[src/sv/utf8_lowercase_key_transcoder_assert.svh]
// ----------------------------------------------------------------------------
// utf8_lowercase_key_transcoder_assert
// Assertion macros shared by the key transcoder modules.
// Each macro expects i_clk and i_rst_n in scope.
// ----------------------------------------------------------------------------
`ifndef UTF8_LOWERCASE_KEY_TRANSCODER_ASSERT_SVH
`define UTF8_LOWERCASE_KEY_TRANSCODER_ASSERT_SVH

// Same-cycle implication.
`define ULKT_ASSERT_NOW(lbl, ante, cons, msg) \
    lbl: assert property (@(posedge i_clk) disable iff (!i_rst_n) (ante) |-> (cons)) \
        else $error(msg);

// Next-cycle implication.
`define ULKT_ASSERT_NEXT(lbl, ante, cons, msg) \
    lbl: assert property (@(posedge i_clk) disable iff (!i_rst_n) (ante) |=> (cons)) \
        else $error(msg);

`endif

[src/sv/ulkt_pkg.sv]
// ----------------------------------------------------------------------------
// ulkt_pkg
// Types, constants and the lowercase/encode functions of the key transcoder.
// ----------------------------------------------------------------------------
package ulkt_pkg;

    localparam int CP_W = 21;

    localparam logic [CP_W-1:0] CP_MAX     = 21'h10FFFF;
    localparam logic [CP_W-1:0] SURR_LO    = 21'h00D800;
    localparam logic [CP_W-1:0] SURR_HI    = 21'h00DFFF;
    localparam logic [CP_W-1:0] MIN_3BYTE  = 21'h000800;
    localparam logic [CP_W-1:0] MIN_4BYTE  = 21'h010000;

    typedef enum logic [1:0] {
        RES_NONE,
        RES_CP,
        RES_BAD
    } t_res_kind;

    // Decoder outcome for one accepted byte
    typedef struct packed {
        t_res_kind        kind;
        logic             last;
        logic [CP_W-1:0]  cp;
    } t_dec_res;

    typedef struct packed {
        logic [3:0][7:0] bytes;
        logic [2:0]      n;
    } t_enc;

    function automatic logic [CP_W-1:0] lower_map(input logic [CP_W-1:0] c);
        logic even;
        logic [CP_W-1:0] r;
        even = ~c[0];
        r    = c;
        if (c >= 21'h41 && c <= 21'h5A) begin
            r = c + 21'h20;
        end else if ((c >= 21'hC0 && c <= 21'hD6) || (c >= 21'hD8 && c <= 21'hDE)) begin
            r = c + 21'h20;
        end else if (c == 21'h0178) begin
            r = 21'h00FF;
        end else if (c == 21'h0130) begin
            r = 21'h0069;
        end else if (even && ((c >= 21'h0100 && c <= 21'h012F) ||
                              (c >= 21'h0132 && c <= 21'h0137) ||
                              (c >= 21'h014A && c <= 21'h0177) ||
                              (c >= 21'h1E00 && c <= 21'h1EFF))) begin
            r = c + 21'h1;
        end else if (!even && ((c >= 21'h0139 && c <= 21'h0147) ||
                               (c >= 21'h0179 && c <= 21'h017D))) begin
            r = c + 21'h1;
        end
        return r;
    endfunction

    function automatic t_enc encode(input logic [CP_W-1:0] c);
        t_enc e;
        e.bytes = '0;
        if (c < 21'h80) begin
            e.bytes[0] = c[7:0];
            e.n        = 3'd1;
        end else if (c < MIN_3BYTE) begin
            e.bytes[0] = {3'b110, c[10:6]};
            e.bytes[1] = {2'b10, c[5:0]};
            e.n        = 3'd2;
        end else if (c < MIN_4BYTE) begin
            e.bytes[0] = {4'b1110, c[15:12]};
            e.bytes[1] = {2'b10, c[11:6]};
            e.bytes[2] = {2'b10, c[5:0]};
            e.n        = 3'd3;
        end else begin
            e.bytes[0] = {5'b11110, c[20:18]};
            e.bytes[1] = {2'b10, c[17:12]};
            e.bytes[2] = {2'b10, c[11:6]};
            e.bytes[3] = {2'b10, c[5:0]};
            e.n        = 3'd4;
        end
        return e;
    endfunction

endpackage

[src/sv/ulkt_decode.sv]
// ----------------------------------------------------------------------------
// ulkt_decode
// Strict UTF-8 decoder: sequence state and the per-byte outcome.
// ----------------------------------------------------------------------------
module ulkt_decode (
    input  logic               i_clk,
    input  logic               i_rst_n,
    input  logic               i_accept,
    input  logic [7:0]         i_byte,
    input  logic               i_last,
    output ulkt_pkg::t_dec_res o_res
);
    import ulkt_pkg::*;

    logic [1:0]      r_pending, n_pending;
    logic [1:0]      r_seq_len, n_seq_len;
    logic [CP_W-1:0] r_accum,   n_accum;
    logic            r_poisoned, n_poisoned;

    logic [CP_W-1:0] acc;
    logic [CP_W-1:0] cp;
    logic            done;

    always_comb begin
        n_pending  = r_pending;
        n_seq_len  = r_seq_len;
        n_accum    = r_accum;
        n_poisoned = r_poisoned;
        acc        = {r_accum[CP_W-7:0], i_byte[5:0]};
        cp         = '0;
        done       = 1'b0;

        if (!r_poisoned) begin
            if (r_pending == 2'd0) begin
                priority if (i_byte < 8'h80) begin
                    cp   = {13'd0, i_byte};
                    done = 1'b1;
                end else if (i_byte >= 8'hC2 && i_byte <= 8'hDF) begin
                    n_accum = {16'd0, i_byte[4:0]};
                    n_seq_len = 2'd1;
                    n_pending = 2'd1;
                end else if (i_byte >= 8'hE0 && i_byte <= 8'hEF) begin
                    n_accum = {17'd0, i_byte[3:0]};
                    n_seq_len = 2'd2;
                    n_pending = 2'd2;
                end else if (i_byte >= 8'hF0 && i_byte <= 8'hF4) begin
                    n_accum = {18'd0, i_byte[2:0]};
                    n_seq_len = 2'd3;
                    n_pending = 2'd3;
                end else begin
                    n_poisoned = 1'b1;
                end
            end else if (i_byte[7:6] != 2'b10) begin
                n_poisoned = 1'b1;
                n_pending  = 2'd0;
            end else begin
                n_accum   = acc;
                n_pending = r_pending - 2'd1;
                if (r_pending == 2'd1) begin
                    // overlong, above range or surrogate
                    if ((r_seq_len == 2'd2 && acc < MIN_3BYTE) ||
                        (r_seq_len == 2'd3 && acc < MIN_4BYTE) ||
                        acc > CP_MAX || (acc >= SURR_LO && acc <= SURR_HI)) begin
                        n_poisoned = 1'b1;
                    end else begin
                        cp   = acc;
                        done = 1'b1;
                    end
                    n_seq_len = 2'd0;
                    n_accum   = '0;
                end
            end
        end

        if (i_last) begin
            n_pending  = 2'd0;
            n_seq_len  = 2'd0;
            n_accum    = '0;
            n_poisoned = 1'b0;
        end
    end

    always_comb begin
        o_res.last = i_last;
        o_res.cp   = cp;
        priority if (done) begin
            o_res.kind = RES_CP;
        end else if (i_last) begin
            o_res.kind = RES_BAD;
        end else begin
            o_res.kind = RES_NONE;
        end
    end

    always_ff @(posedge i_clk) begin
        if (!i_rst_n) begin
            r_pending  <= 2'd0;
            r_seq_len  <= 2'd0;
            r_accum    <= '0;
            r_poisoned <= 1'b0;
        end else if (i_accept) begin
            r_pending  <= n_pending;
            r_seq_len  <= n_seq_len;
            r_accum    <= n_accum;
            r_poisoned <= n_poisoned;
        end
    end

`include "utf8_lowercase_key_transcoder_assert.svh"

    `ULKT_ASSERT_NOW(a_poison_no_pending, r_poisoned, r_pending == 2'd0, "poisoned with bytes pending")
    `ULKT_ASSERT_NOW(a_pending_le_len, 1'b1, r_pending <= r_seq_len, "pending exceeds sequence length")
    `ULKT_ASSERT_NEXT(a_last_clears, i_accept && i_last, r_pending == 2'd0 && !r_poisoned, "state not cleared at string end")

endmodule

[src/sv/utf8_lowercase_key_transcoder.sv]
// ----------------------------------------------------------------------------
// utf8_lowercase_key_transcoder
// Strict UTF-8 decode, simple Latin lowercase, re-encode into key bytes.
// ----------------------------------------------------------------------------
// Usage:
//   Slave stream: one raw string byte per transaction in s_axis_tdata, with
//   s_axis_tlast on the final byte of the string.
//   Master stream: one key byte per transaction. tdata[8] flags the last byte
//   produced by one input byte, m_axis_tlast marks the end of the key and
//   m_axis_tuser flags a bad key (a single zero byte replaces the key tail).
// Latency: results of an input byte appear the cycle after it is accepted.
// Throughput: one input byte per cycle while m_axis_tready is high and each
//   gives at most one output byte; one that expands into more bytes holds the
//   output register until all are taken; input is taken again as its last
//   one pops. Bytes yielding nothing (mid-sequence, after an error) add none.
// Stall: while m_axis_tready is low the result register holds and
//   s_axis_tready drops once a new item would overwrite it.
// Reset: synchronous, active low; decoder state and output count clear and
//   the block is ready the first cycle after reset.
// ----------------------------------------------------------------------------
module utf8_lowercase_key_transcoder (
    input  logic        i_clk,
    input  logic        i_rst_n,
    input  logic        s_axis_tvalid,
    output logic        s_axis_tready,
    input  logic [7:0]  s_axis_tdata,   // [7:0] in_byte
    input  logic        s_axis_tlast,   // in_last
    output logic        m_axis_tvalid,
    input  logic        m_axis_tready,
    output logic [15:0] m_axis_tdata,   // [7:0] out_byte, [8] run_last, rest zero
    output logic        m_axis_tlast,   // key_end
    output logic        m_axis_tuser    // [0] key_bad
);
    import ulkt_pkg::*;

    t_dec_res        dec_res;
    t_enc            enc;
    logic            in_accept;
    logic            out_pop;

    logic [3:0][7:0] r_bytes, n_bytes;
    logic [2:0]      r_cnt,   n_cnt;
    logic            r_last,  n_last;
    logic            r_bad,   n_bad;

    assign out_pop       = m_axis_tvalid && m_axis_tready;
    assign s_axis_tready = (r_cnt == 3'd0) || (r_cnt == 3'd1 && m_axis_tready);
    assign in_accept     = s_axis_tvalid && s_axis_tready;

    ulkt_decode u_decode (
        .i_clk    (i_clk),
        .i_rst_n  (i_rst_n),
        .i_accept (in_accept),
        .i_byte   (s_axis_tdata),
        .i_last   (s_axis_tlast),
        .o_res    (dec_res)
    );

    assign enc = encode(lower_map(dec_res.cp));

    always_comb begin
        n_bytes = r_bytes;
        n_cnt   = r_cnt;
        n_last  = r_last;
        n_bad   = r_bad;
        if (out_pop) begin
            n_bytes = {8'h00, r_bytes[3:1]};
            n_cnt   = r_cnt - 3'd1;
        end
        if (in_accept) begin
            priority if (dec_res.kind == RES_CP) begin
                n_bytes = enc.bytes;
                n_cnt   = enc.n;
                n_last  = dec_res.last;
                n_bad   = 1'b0;
            end else if (dec_res.kind == RES_BAD) begin
                n_bytes = '0;
                n_cnt   = 3'd1;
                n_last  = 1'b1;
                n_bad   = 1'b1;
            end else begin
                n_bytes = n_bytes;
            end
        end
    end

    always_ff @(posedge i_clk) begin
        if (!i_rst_n) begin
            r_cnt <= 3'd0;
        end else begin
            r_cnt <= n_cnt;
        end
    end

    always_ff @(posedge i_clk) begin
        r_bytes <= n_bytes;
        r_last  <= n_last;
        r_bad   <= n_bad;
    end

    assign m_axis_tvalid = (r_cnt != 3'd0);
    assign m_axis_tdata  = {7'd0, (r_cnt == 3'd1), r_bytes[0]};
    assign m_axis_tlast  = (r_cnt == 3'd1) && r_last;
    assign m_axis_tuser  = r_bad;

`include "utf8_lowercase_key_transcoder_assert.svh"

    `ULKT_ASSERT_NOW(a_cnt_range, 1'b1, r_cnt <= 3'd4, "output count out of range")
    `ULKT_ASSERT_NOW(a_accept_drains, in_accept, r_cnt <= 3'd1, "input taken over pending output")
    `ULKT_ASSERT_NOW(a_bad_marker, m_axis_tvalid && m_axis_tuser, m_axis_tlast && r_cnt == 3'd1 && r_bytes[0] == 8'h00, "malformed bad-key marker")
    `ULKT_ASSERT_NEXT(a_drain_idle, out_pop && r_cnt == 3'd1 && !in_accept, !m_axis_tvalid, "output valid after final pop")

endmodule

[config.mk]
export PLATFORM = sky130hd
export DESIGN_NAME = utf8_lowercase_key_transcoder
export DESIGN_NICKNAME = d
export VERILOG_FILES = /design/src/sv/ulkt_pkg.sv /design/src/sv/ulkt_decode.sv /design/src/sv/utf8_lowercase_key_transcoder.sv
export VERILOG_INCLUDE_DIRS = /design/src /design/src/sv
export SDC_FILE = /design/constraint.sdc
export NUM_CORES = 1
export LEC_CHECK = 0
export BUFFER_PORTS_ARGS = -buffer_cell sky130_fd_sc_hd__buf_4
export CORE_UTILIZATION = 55
export CTS_CLUSTER_SIZE = 24
export DETAILED_ROUTE_END_ITERATION = 7
export HOLD_SLACK_MARGIN = 0.02
export MAX_ROUTING_LAYER = met4
export PLACE_DENSITY = 0.77
export SYNTH_ARGS = -nofsm -noshare
export SYNTH_HDL_FRONTEND = slang
export SYNTH_SLANG_ARGS = --single-unit
[constraint.sdc]
create_clock -name i_clk -period 4.1 [get_ports i_clk]
set_input_delay 0.205 -clock i_clk [delete_from_list [all_inputs] [get_ports i_clk]]
set_output_delay 0.205 -clock i_clk [all_outputs]
set_load 0.01 [all_outputs]
==> results by group, run 1 <==
STA
  • Crit path time final: 3.993 ns
  • Final number of max-transition violations: 0
  • Fin worst setup slack: around 0.11 ns
  • Final setup violation count: 0
  • Final worst clock skew: 0.01251 ns
  • Setup Total Neg Slack: 0 ns
  • Hold Fails Final Rpt: 0
  • Worst slack on hold paths: 0.2179 ns
  • Final worst path period share: between 90% and 100%
  • Worst-case headroom to the max-slew limit: between 20 and 25%
  • Maximum operating frequency: approximately 250 MHz
  • Slew @ Worst Pin: 1.163 ns

Setup path
  • Cell chain of the critical path: or4_4 -> nor2_4 -> o21a_4 -> o21ai_4 -> nand2_2 -> inv_1 -> ha_2 -> buf_6 -> and3b_2 -> a21oi_2 -> nor4_2 -> a311o_1 -> or2_1 -> nand3_2 -> nand3_4 -> o31ai_4 -> buf_6 -> nor3_1 -> or3_1
  • Most common cell on crit path: sky130_fd_sc_hd__buf_6
  • Kind of end point of the critical path: flop
  • Kind of cell with the highest combined delay on the critical path: simple AND/OR/NAND/NOR gates
  • Critical path class: reg -> reg
  • Startpoint of the lowest-slack register-to-register path: u_decode.r_accum[11]
  • Critical path startpoint: u_decode.r_accum[11]
  • Data arrival time of the critical path: 4.21 ns
  • CP Max Fanout: 6
  • Launching element type of the critical path: flop
  • Crit path depth: 19
  • Max stage delay cell, worst path: sky130_fd_sc_hd__or4_4
  • Data required time of the worst path: roughly 4.3 ns
  • Critical Path Sink: r_bytes[16]
  • Buffering stage count on the worst path with inverters included: 3
  • Reg-to-reg slack, setup: approximately 0.11 ns
  • Worst R2R End: r_bytes[16]
  • CP peak stage delay: around 0.56 ns
  • Logic depth of the worst register-to-register path: 19

Die
  • Num ports: 33
  • Overall die height: 92.26 µm
  • Initial standard-cell utilization of the core: between 50% and 60%
  • Std cell rows: 32
  • Floorplan core area: 7807 µm²
  • Area of the die: 8511 µm²
  • Horizontal extent of the die: approximately 90 µm

Yosys
  • Dominant cell by count in the synthesized netlist: sky130_fd_sc_hd__nand2_1
  • Cell taking the most area after synthesis: sky130_fd_sc_hd__dfxtp_1
  • Gate Count Post-Synth: roughly 600
  • Cells taking the most area after synthesis: sky130_fd_sc_hd__dfxtp_1 (25%), sky130_fd_sc_hd__nand2_1 (6.5%), sky130_fd_sc_hd__nand3_1 (4.2%)
  • Number of distinct library cells after synthesis: 95
  • Leading cell types by count after synthesis: sky130_fd_sc_hd__nand2_1 (77), sky130_fd_sc_hd__dfxtp_1 (55), sky130_fd_sc_hd__nor2_1 (39), sky130_fd_sc_hd__nand3_1 (38), sky130_fd_sc_hd__a21oi_1 (34)
  • Mean post-synth cell area: between 7 and 8 µm²
  • YS warnings: 0
  • Ys async rst share: 0%
  • Flop and latch count out of synthesis: 57
  • Synthesized area: between 4000 and 5000 µm²
  • Sequential element share of the synthesized area: 25.91%
  • Count of flip-flops with a built-in enable after synthesis: 2
  • Top cell type's share of synthesized area: 24.57%
  • Post-synth top flop: sky130_fd_sc_hd__dfxtp_1

Clocking
  • Clock-pin slew on the worst setup and hold paths: 0.06 ns
  • CTS Buf Count: 9
  • TritonCTS clock tree: yes
  • Sinks on Clock Net: between 50 and 60
  • Clock network latency to the later pin of the worst-skew pair: 0.34 ns
  • H-Tree Depth: 3
  • Clk buf depth: 2
  • Number of buffers inserted by hold repair at cts: 0
  • Root buffer cell: sky130_fd_sc_hd__clkbuf_8

Cells and area
  • Post-layout utilization of the core: 68.97%
  • Final cell count without fillers: between 700 and 800
  • Count of nets after finishing: roughly 660
  • Final design instance area without fill: 5385 µm²
  • Diode count: 0
  • Relative area change from synthesis to final layout: 20.19%
  • Layout cell share with drive strength beyond 1: 24.06%

Min path
  • Type of the worst min-delay path: in -> reg

Detailed routing
  • Highest layer used for signal routing: met4
  • Total number of vias: 4940
  • Post-route antenna net violation count: 0
  • Routed length per placed instance: 20.19 µm
  • Final routed DRC violation total: 0
  • Pre-Repair DR Iteration Count: 5
  • DRC violation total after the first TritonRoute iteration: 689
  • Vias/cell: 6.658
  • Final Routed Wirelength: 14980 µm
  • Metal1 wirelength: 6227 µm
  • Detailed-routed wire length on met2: 6920 µm
  • WL met3: 1491 µm

Place
  • Standard cell area after detailed placement: between 4000 and 5000 µm²
  • Final RePlAce weighted congestion: approximately 0.95
  • Half-perimeter wire length after detailed placement: 10630 µm
  • Placed cells: 715
  • Number of port buffers: 25
  • Minimum setup slack after placement: -0.001057 ns

Power
  • Peak ir drop on the vdd network: 0.3221 mV
  • Power per cell area: 417.7 nW/µm²
  • Static Leak: 2.101 nW
  • Total chip power: between 2 and 2.5 mW

GRT
  • Initial antenna violation count: 0
  • Wire length of the first global-routing pass: around 24000 µm
  • Largest net degree at the start of global routing: 31
  • Grt total ovfl: 0
  • Number of global-route vias before repair: 4593
  • Total global-route track usage: 36.22%

Run
  • Number of max-cap violations: 0

Run status
  • Run status: finished, final reports clean
==> report_power, final <==
part           switching (mW)  internal (mW)
Clock                   0.232          0.419
Sequential             0.0362          0.616
Combinational           0.587          0.359
==> placed cells by master (no fill, tap or decap), types with 5 or more instances in the layout <==
| cell type | synthesis | final |
|---|---|---|
| sky130_fd_sc_hd__buf_4 | 16 | 78 |
| sky130_fd_sc_hd__nand2_1 | 77 | 75 |
| sky130_fd_sc_hd__dfxtp_1 | 55 | 53 |
| sky130_fd_sc_hd__nor2_1 | 39 | 37 |
| sky130_fd_sc_hd__nand3_1 | 38 | 35 |
| sky130_fd_sc_hd__a21oi_1 | 34 | 31 |
| sky130_fd_sc_hd__o21ai_0 | 25 | 21 |
| sky130_fd_sc_hd__nor3_1 | 22 | 19 |
| sky130_fd_sc_hd__a21boi_0 | 19 | 19 |
| sky130_fd_sc_hd__inv_1 | 18 | 18 |
| sky130_fd_sc_hd__mux2i_1 | 16 | 16 |
| sky130_fd_sc_hd__o22ai_1 | 13 | 13 |
| sky130_fd_sc_hd__clkbuf_8 | 0 | 10 |
| sky130_fd_sc_hd__o21ai_1 | 4 | 8 |
| sky130_fd_sc_hd__nand4_1 | 8 | 8 |
| sky130_fd_sc_hd__a31oi_1 | 8 | 8 |
| sky130_fd_sc_hd__ha_1 | 11 | 8 |
| sky130_fd_sc_hd__nand2b_1 | 7 | 7 |
| sky130_fd_sc_hd__or3_1 | 7 | 7 |
| sky130_fd_sc_hd__conb_1 | 1 | 7 |
| sky130_fd_sc_hd__and3_1 | 6 | 6 |
| sky130_fd_sc_hd__o211ai_1 | 6 | 6 |
| sky130_fd_sc_hd__and4b_1 | 5 | 5 |
| sky130_fd_sc_hd__a22o_1 | 5 | 5 |
| sky130_fd_sc_hd__nor2b_1 | 5 | 5 |
| sky130_fd_sc_hd__xnor2_1 | 5 | 5 |
==> cell type report <==
| class | count | area, µm² |
|---|---|---|
| multi-input combinational | 468 | 3163 |
| inverter | 18 | 67.56 |
| timing repair buffer | 81 | 619.3 |
| sequential | 57 | 1164 |
| tap | 102 | 127.6 |
| fill | 641 | 2422 |
| clock buffer | 11 | 141.4 |
| clock inverter | 5 | 102.6 |
==> sequential cells by signal, indices dropped and copies added (netlist names) <==
name	flops
r_bytes	24
u_decode.r_accum	15
m_axis_tdata	8
r_cnt	3
u_decode.r_pending	2
u_decode.r_seq_len	2
m_axis_tuser	1
r_last	1
u_decode.r_poisoned	1
==> cell families after synthesis <==
| kind of cell | Yosys count | share of synthesized area (%) |
|---|---|---|
| and+or+nand+nor | 249 | 29.21 |
| AOI/OAI and AO/OA | 175 | 28.57 |
| buffers and inverters | 68 | 7.456 |
| DFF | 57 | 25.91 |
| muxes | 18 | 4.133 |
| adders and majority gates | 11 | 3.072 |
| xor gates and xnor gates | 8 | 1.564 |
| other | 1 | 0.08370 |
==> worst min path at each step <==
stage | cells past startpoint | start | slack [ns] | endpoint
final | 2 | i_rst_n | 0.22 | r_cnt[2]
after global routing | 2 | i_rst_n | 0.22 | r_cnt[2]
after CTS | 2 | i_rst_n | 0.21 | r_cnt[2]
after detailed placement | 2 | r_bytes[24] | 0.44 | r_bytes[24]
after global placement | 2 | r_bytes[30] | 0.44 | r_bytes[22]
after floorplan | 1 | i_rst_n | 0.36 | u_decode.r_accum[0]
==> worst reg2reg max path: stages (launching register included) <==
cell and delay, ns:
sky130_fd_sc_hd__dfxtp_2 0.34, sky130_fd_sc_hd__or4_4 0.56, sky130_fd_sc_hd__nor2_4 0.17, sky130_fd_sc_hd__o21a_4 0.18, sky130_fd_sc_hd__o21ai_4 0.09, sky130_fd_sc_hd__nand2_2 0.08
sky130_fd_sc_hd__inv_1 0.05, sky130_fd_sc_hd__ha_2 0.19, sky130_fd_sc_hd__buf_6 0.13, sky130_fd_sc_hd__and3b_2 0.23, sky130_fd_sc_hd__a21oi_2 0.15, sky130_fd_sc_hd__nor4_2 0.06
sky130_fd_sc_hd__a311o_1 0.36, sky130_fd_sc_hd__or2_1 0.24, sky130_fd_sc_hd__nand3_2 0.11, sky130_fd_sc_hd__nand3_4 0.10, sky130_fd_sc_hd__o31ai_4 0.23, sky130_fd_sc_hd__buf_6 0.16
sky130_fd_sc_hd__nor3_1 0.05, sky130_fd_sc_hd__or3_1 0.38
==> layer usage <==
layer  up-vias  global-route usage (%)
met4         0                   12.76
li1       2258                       -
met3        41                   7.048
met1      2318                   47.71
met2       323                   55.22
met5         -                       -
==> repair_timing <==
item	in CTS	in global routing
pin swaps	0	17
resized for setup	2	38
setup endpoints to repair	2	26
endpoints found under the hold margin	0	0
buffers inserted	0	11
Power figures use the tool's default switching activity.
==> run 2: changes to the inputs <==
--- a/config.mk
+++ b/config.mk
@@ -8,11 +8,12 @@
 export LEC_CHECK = 0
 export BUFFER_PORTS_ARGS = -buffer_cell sky130_fd_sc_hd__buf_4
 export CORE_UTILIZATION = 55
-export CTS_CLUSTER_SIZE = 24
+export CTS_CLUSTER_SIZE = 28
 export DETAILED_ROUTE_END_ITERATION = 7
 export HOLD_SLACK_MARGIN = 0.02
 export MAX_ROUTING_LAYER = met4
 export PLACE_DENSITY = 0.77
 export SYNTH_ARGS = -nofsm -noshare
 export SYNTH_HDL_FRONTEND = slang
+export SYNTH_HIERARCHICAL = 1
 export SYNTH_SLANG_ARGS = --single-unit
==> results by group, run 2 <==
STA
  • Hold Fails Final Rpt: 0 (unchanged)
  • Maximum operating frequency: 243.2 MHz (-2.9%)
  • Final worst clock skew: 0.02576 ns (+0.01325 ns)
  • Crit path time final: 4.112 ns (+0.1182 ns)
  • Setup repair after global routing missed its margin: yes
  • Slew @ Worst Pin: 0.6637 ns (-0.4991 ns)
  • Final number of max-transition violations: 0 (unchanged)
  • Fin worst setup slack: -0.01173 ns (-0.1182 ns)
  • Final worst path period share: 100.3% (+2.9 points)
  • Final setup violation count: 2 (+2)
  • Worst-case headroom to the max-slew limit: 55.59% (+34 points)
  • Worst slack on hold paths: 0.1558 ns (-0.06207 ns)

GRT
  • Largest net degree at the start of global routing: 27 (-13%)
  • Met3 Use GR: 5.307% (-1.7 points)
  • Total global-route track usage: 35.31% (-0.91 points)
  • Initial antenna violation count: 0 (unchanged)
  • Number of global-route vias before repair: 4696 (+2.2%)
  • Grt total ovfl: 0 (unchanged)
  • Met1 global-route usage: 43.26% (-4.5 points)
  • Layer carrying the most global-route usage: met2
  • Wire length of the first global-routing pass: 23120 µm (-1.9%)
  • Met2 track utilization from global routing: 59.27% (+4.0 points)

Run status
  • Violations in the final reports: setup timing
  • Run status: finished with violations

Detailed routing
  • Final Routed Wirelength: 14490 µm (-3.3%)
  • Post-route antenna net violation count: 0 (unchanged)
  • DRC violation total after the first TritonRoute iteration: 312 (-55%)
  • Vias/cell: 6.423 (-3.5%)
  • Pre-Repair DR Iteration Count: 5 (unchanged)
  • Routed length per placed instance: 18.74 µm (-7.2%)
  • Final routed DRC violation total: 0 (unchanged)
  • Total number of vias: 4965 (+0.51%)

Clocking
  • Sinks on Clock Net: 57 (unchanged)
  • Root buffer cell: sky130_fd_sc_hd__clkbuf_8
  • Number of buffers inserted by hold repair at cts: 0 (unchanged)
  • Clock network latency to the later pin of the worst-skew pair: 0.36 ns (+0.02 ns)
  • Clk buf depth: 2 (unchanged)
  • H-Tree Depth: 3 (unchanged)
  • Clock-pin slew on the worst setup and hold paths: 0.09 ns (+0.03 ns)
  • CTS Buf Count: 9 (unchanged)
  • TritonCTS clock tree: yes

Run
  • Number of max-cap violations: 0 (unchanged)

Die
  • Std cell rows: 32 (unchanged)
  • Horizontal extent of the die: 92.15 µm (-0.12%)
  • Floorplan core area: 7807 µm² (unchanged)
  • Num ports: 33 (unchanged)
  • Initial standard-cell utilization of the core: 57.24% (-0.14 points)
  • Area of the die: 8491 µm² (-0.24%)
  • Overall die height: 92.15 µm (-0.12%)

Yosys
  • Mux share of post-synthesis cell area: 6.047% (+1.9 points)
  • Gate Count Post-Synth: 565 (-3.7%)
  • Ys async rst share: 0% (unchanged)
  • Fraction of the mapped netlist area in compound gates: 25.67% (-2.9 points)
  • Flop and latch count out of synthesis: 57 (unchanged)
  • Post-synth top flop: sky130_fd_sc_hd__dfxtp_1
  • Mean post-synth cell area: 7.910 µm² (+3.6%)
  • Cells taking the most area after synthesis: sky130_fd_sc_hd__dfxtp_1 (25%), sky130_fd_sc_hd__mux2i_1 (6.0%), sky130_fd_sc_hd__nand2_1 (5.2%)
  • Dominant combinational cell family by area after synthesis: simple AND/OR/NAND/NOR gates
  • Number of distinct library cells after synthesis: 83 (-13%)
  • Dominant cell by count in the synthesized netlist: sky130_fd_sc_hd__nand2_1
  • Count of flip-flops with a built-in enable after synthesis: 2 (unchanged)
  • Leading cell types by count after synthesis: sky130_fd_sc_hd__nand2_1 (62), sky130_fd_sc_hd__dfxtp_1 (55), sky130_fd_sc_hd__nor2_1 (40), sky130_fd_sc_hd__mux2i_1 (27), sky130_fd_sc_hd__nand3_1 (27)
  • Top cell type's share of synthesized area: 24.64% (+0.062 points)
  • Post-Synth Adder-Cell Area: 3.639% (+0.57 points)
  • Basic-gate share of the synthesized area counting and, or, nand and nor cells: 29.56% (+0.35 points)
  • Cell taking the most area after synthesis: sky130_fd_sc_hd__dfxtp_1
  • Fraction of synthesized cell area in xor and xnor cells: 0.9798% (-0.58 points)
  • Sequential element share of the synthesized area: 25.98% (+0.065 points)
  • YS warnings: 6 (+6)
  • Synthesized area: 4469 µm² (-0.25%)

Setup path
  • Data arrival time of the critical path: 4.33 ns (+0.12 ns)
  • Data required time of the worst path: 4.32 ns (about the same)
  • Launching element type of the critical path: flop
  • Critical path class: reg -> reg
  • CP Max Fanout: 7 (+1)
  • Kind of end point of the critical path: flop

Cells and area
  • Count of nets after finishing: 692 (+5.0%)
  • Final cell count without fillers: 773 (+4.2%)
  • Diode count: 0 (unchanged)
  • Commonest cells after routing, fill and taps aside: sky130_fd_sc_hd__buf_4 (126), sky130_fd_sc_hd__nand2_1 (61), sky130_fd_sc_hd__dfxtp_1 (54), sky130_fd_sc_hd__nor2_1 (33)
  • Total area of multi-input combinational cells: 3342 µm² (+5.7%)
  • Most common cell after layout, fill and taps aside: sky130_fd_sc_hd__buf_4
  • Max FFs per register: 24 (unchanged)
  • Sequential Area: 1162 µm² (-0.11%)
  • Layout cell share with drive strength beyond 1: 34.28% (+10 points)
  • Fill cell total of the finished layout: 597 (-6.9%)
  • Relative area change from synthesis to final layout: 32.92%
  • Register with the highest flop count: r_bytes

Power
  • Peak ir drop on the vdd network: 0.2434 mV (-24%)
  • Total chip power: 2.314 mW (+2.9%)
  • Static Leak: 2.520 nW (+20%)
  • Power per cell area: 389.6 nW/µm² (-6.7%)

Min path
  • Type of the worst min-delay path: in -> reg

Place
  • Final RePlAce weighted congestion: 1.002 (+4.9%)
  • Number of port buffers: 25 (unchanged)
  • Placed cells: 746 (+4.3%)
  • Half-perimeter wire length after detailed placement: 10860 µm (+2.1%)
-- run 2: cell types whose count changed in the layout (fill, tap and decap cells not counted), moves of 9 or more --
| cell | change |
|---|---|
| sky130_fd_sc_hd__nand3_1 | -9 |
| sky130_fd_sc_hd__nand2_1 | -14 |
| sky130_fd_sc_hd__a21oi_1 | -10 |
| sky130_fd_sc_hd__buf_4 | +48 |
| sky130_fd_sc_hd__mux2i_1 | +10 |
| sky130_fd_sc_hd__nor3_1 | -12 |
-- run 2: cell type report --
class / instances / share of cell area [%]
clock inverters: 7 / 1.179
well taps: 102 / 2.148
flip-flops and latches: 57 / 19.57
repair buffers: 135 / 17.63
inverters: 18 / 1.137
multi-input cells: 445 / 56.26
clock buffers: 9 / 2.085
-- run 2: worst paths after layout --
kind                                       endpoint  depth (start not counted)  slack, ns                 start
worst min register to register          r_bytes[26]                          2       0.45           r_bytes[26]
worst max-delay path                     r_bytes[9]                         15      -0.01  u_decode/r_accum[12]
worst max register to register           r_bytes[9]                         15      -0.01  u_decode/r_accum[12]
worst min-delay path            u_decode/r_accum[0]                          3       0.16       s_axis_tdata[0]
-- run 2: cells by family (layout without fill, tap and decap cells) --
family,Yosys count,in the layout
DFF,57,57
other,1,7
and+or+nand+nor,243,243
buffers and inverters,69,169
adders and majority gates,13,13
xor gates and xnor gates,5,5
muxes,27,27
AOI/OAI and AO/OA,150,150
-- run 2: per-stage QoR --
step / setup slack, ns / setup TNS, ns / utilization (%) / instance area (µm²)
global placement: -0.1915 / -0.9579 / 67.36 / 5259
CTS: 0.005465 / 0 / 71.11 / 5552
floorplan: 0.07596 / 0 / - / 4492
finish: -0.01173 / -0.01683 / 76.09 / 5941
detailed placement: -0.1678 / -1.467 / 67.36 / 5259
global route: -0.1769 / -1.909 / 76.09 / 5941
-- run 2: critical path, stage by stage (launching register included) --
cell and delay [ns]:
sky130_fd_sc_hd__dfxtp_2 0.32, sky130_fd_sc_hd__or4_4 0.56, sky130_fd_sc_hd__a21o_1 0.22, sky130_fd_sc_hd__a211oi_4 0.33, sky130_fd_sc_hd__a21oi_4 0.17, sky130_fd_sc_hd__nor2_2 0.18, sky130_fd_sc_hd__buf_6 0.14, sky130_fd_sc_hd__ha_1 0.19
sky130_fd_sc_hd__nand2_1 0.08, sky130_fd_sc_hd__a211o_1 0.31, sky130_fd_sc_hd__a221oi_4 0.40, sky130_fd_sc_hd__nor3_2 0.14, sky130_fd_sc_hd__mux2i_1 0.14, sky130_fd_sc_hd__or3_4 0.41, sky130_fd_sc_hd__a221oi_2 0.28, sky130_fd_sc_hd__o22ai_1 0.12
-- run 2: what timing repair did --
item	in CTS	in global routing
pin swaps	6	36
buffers inserted	1	10
resized for setup	21	70
endpoints found under the setup margin	22	28
-- run 2: per-layer routing --
layer	wire length, µm	share of wire (%)	vias up
li1	-	-	2298
met1	6071	42	2363
met2	6853	47	246
met3	1045	7.2	58
met4	517	3.6	0
met5	0	0	-
-- run 2: power breakdown --
part           internal, mW  switching, mW  total (mW)
Combinational         0.472          0.645        1.12
Sequential            0.620         0.0377       0.658
Clock                 0.280          0.259       0.540
Total                  1.37          0.942        2.31
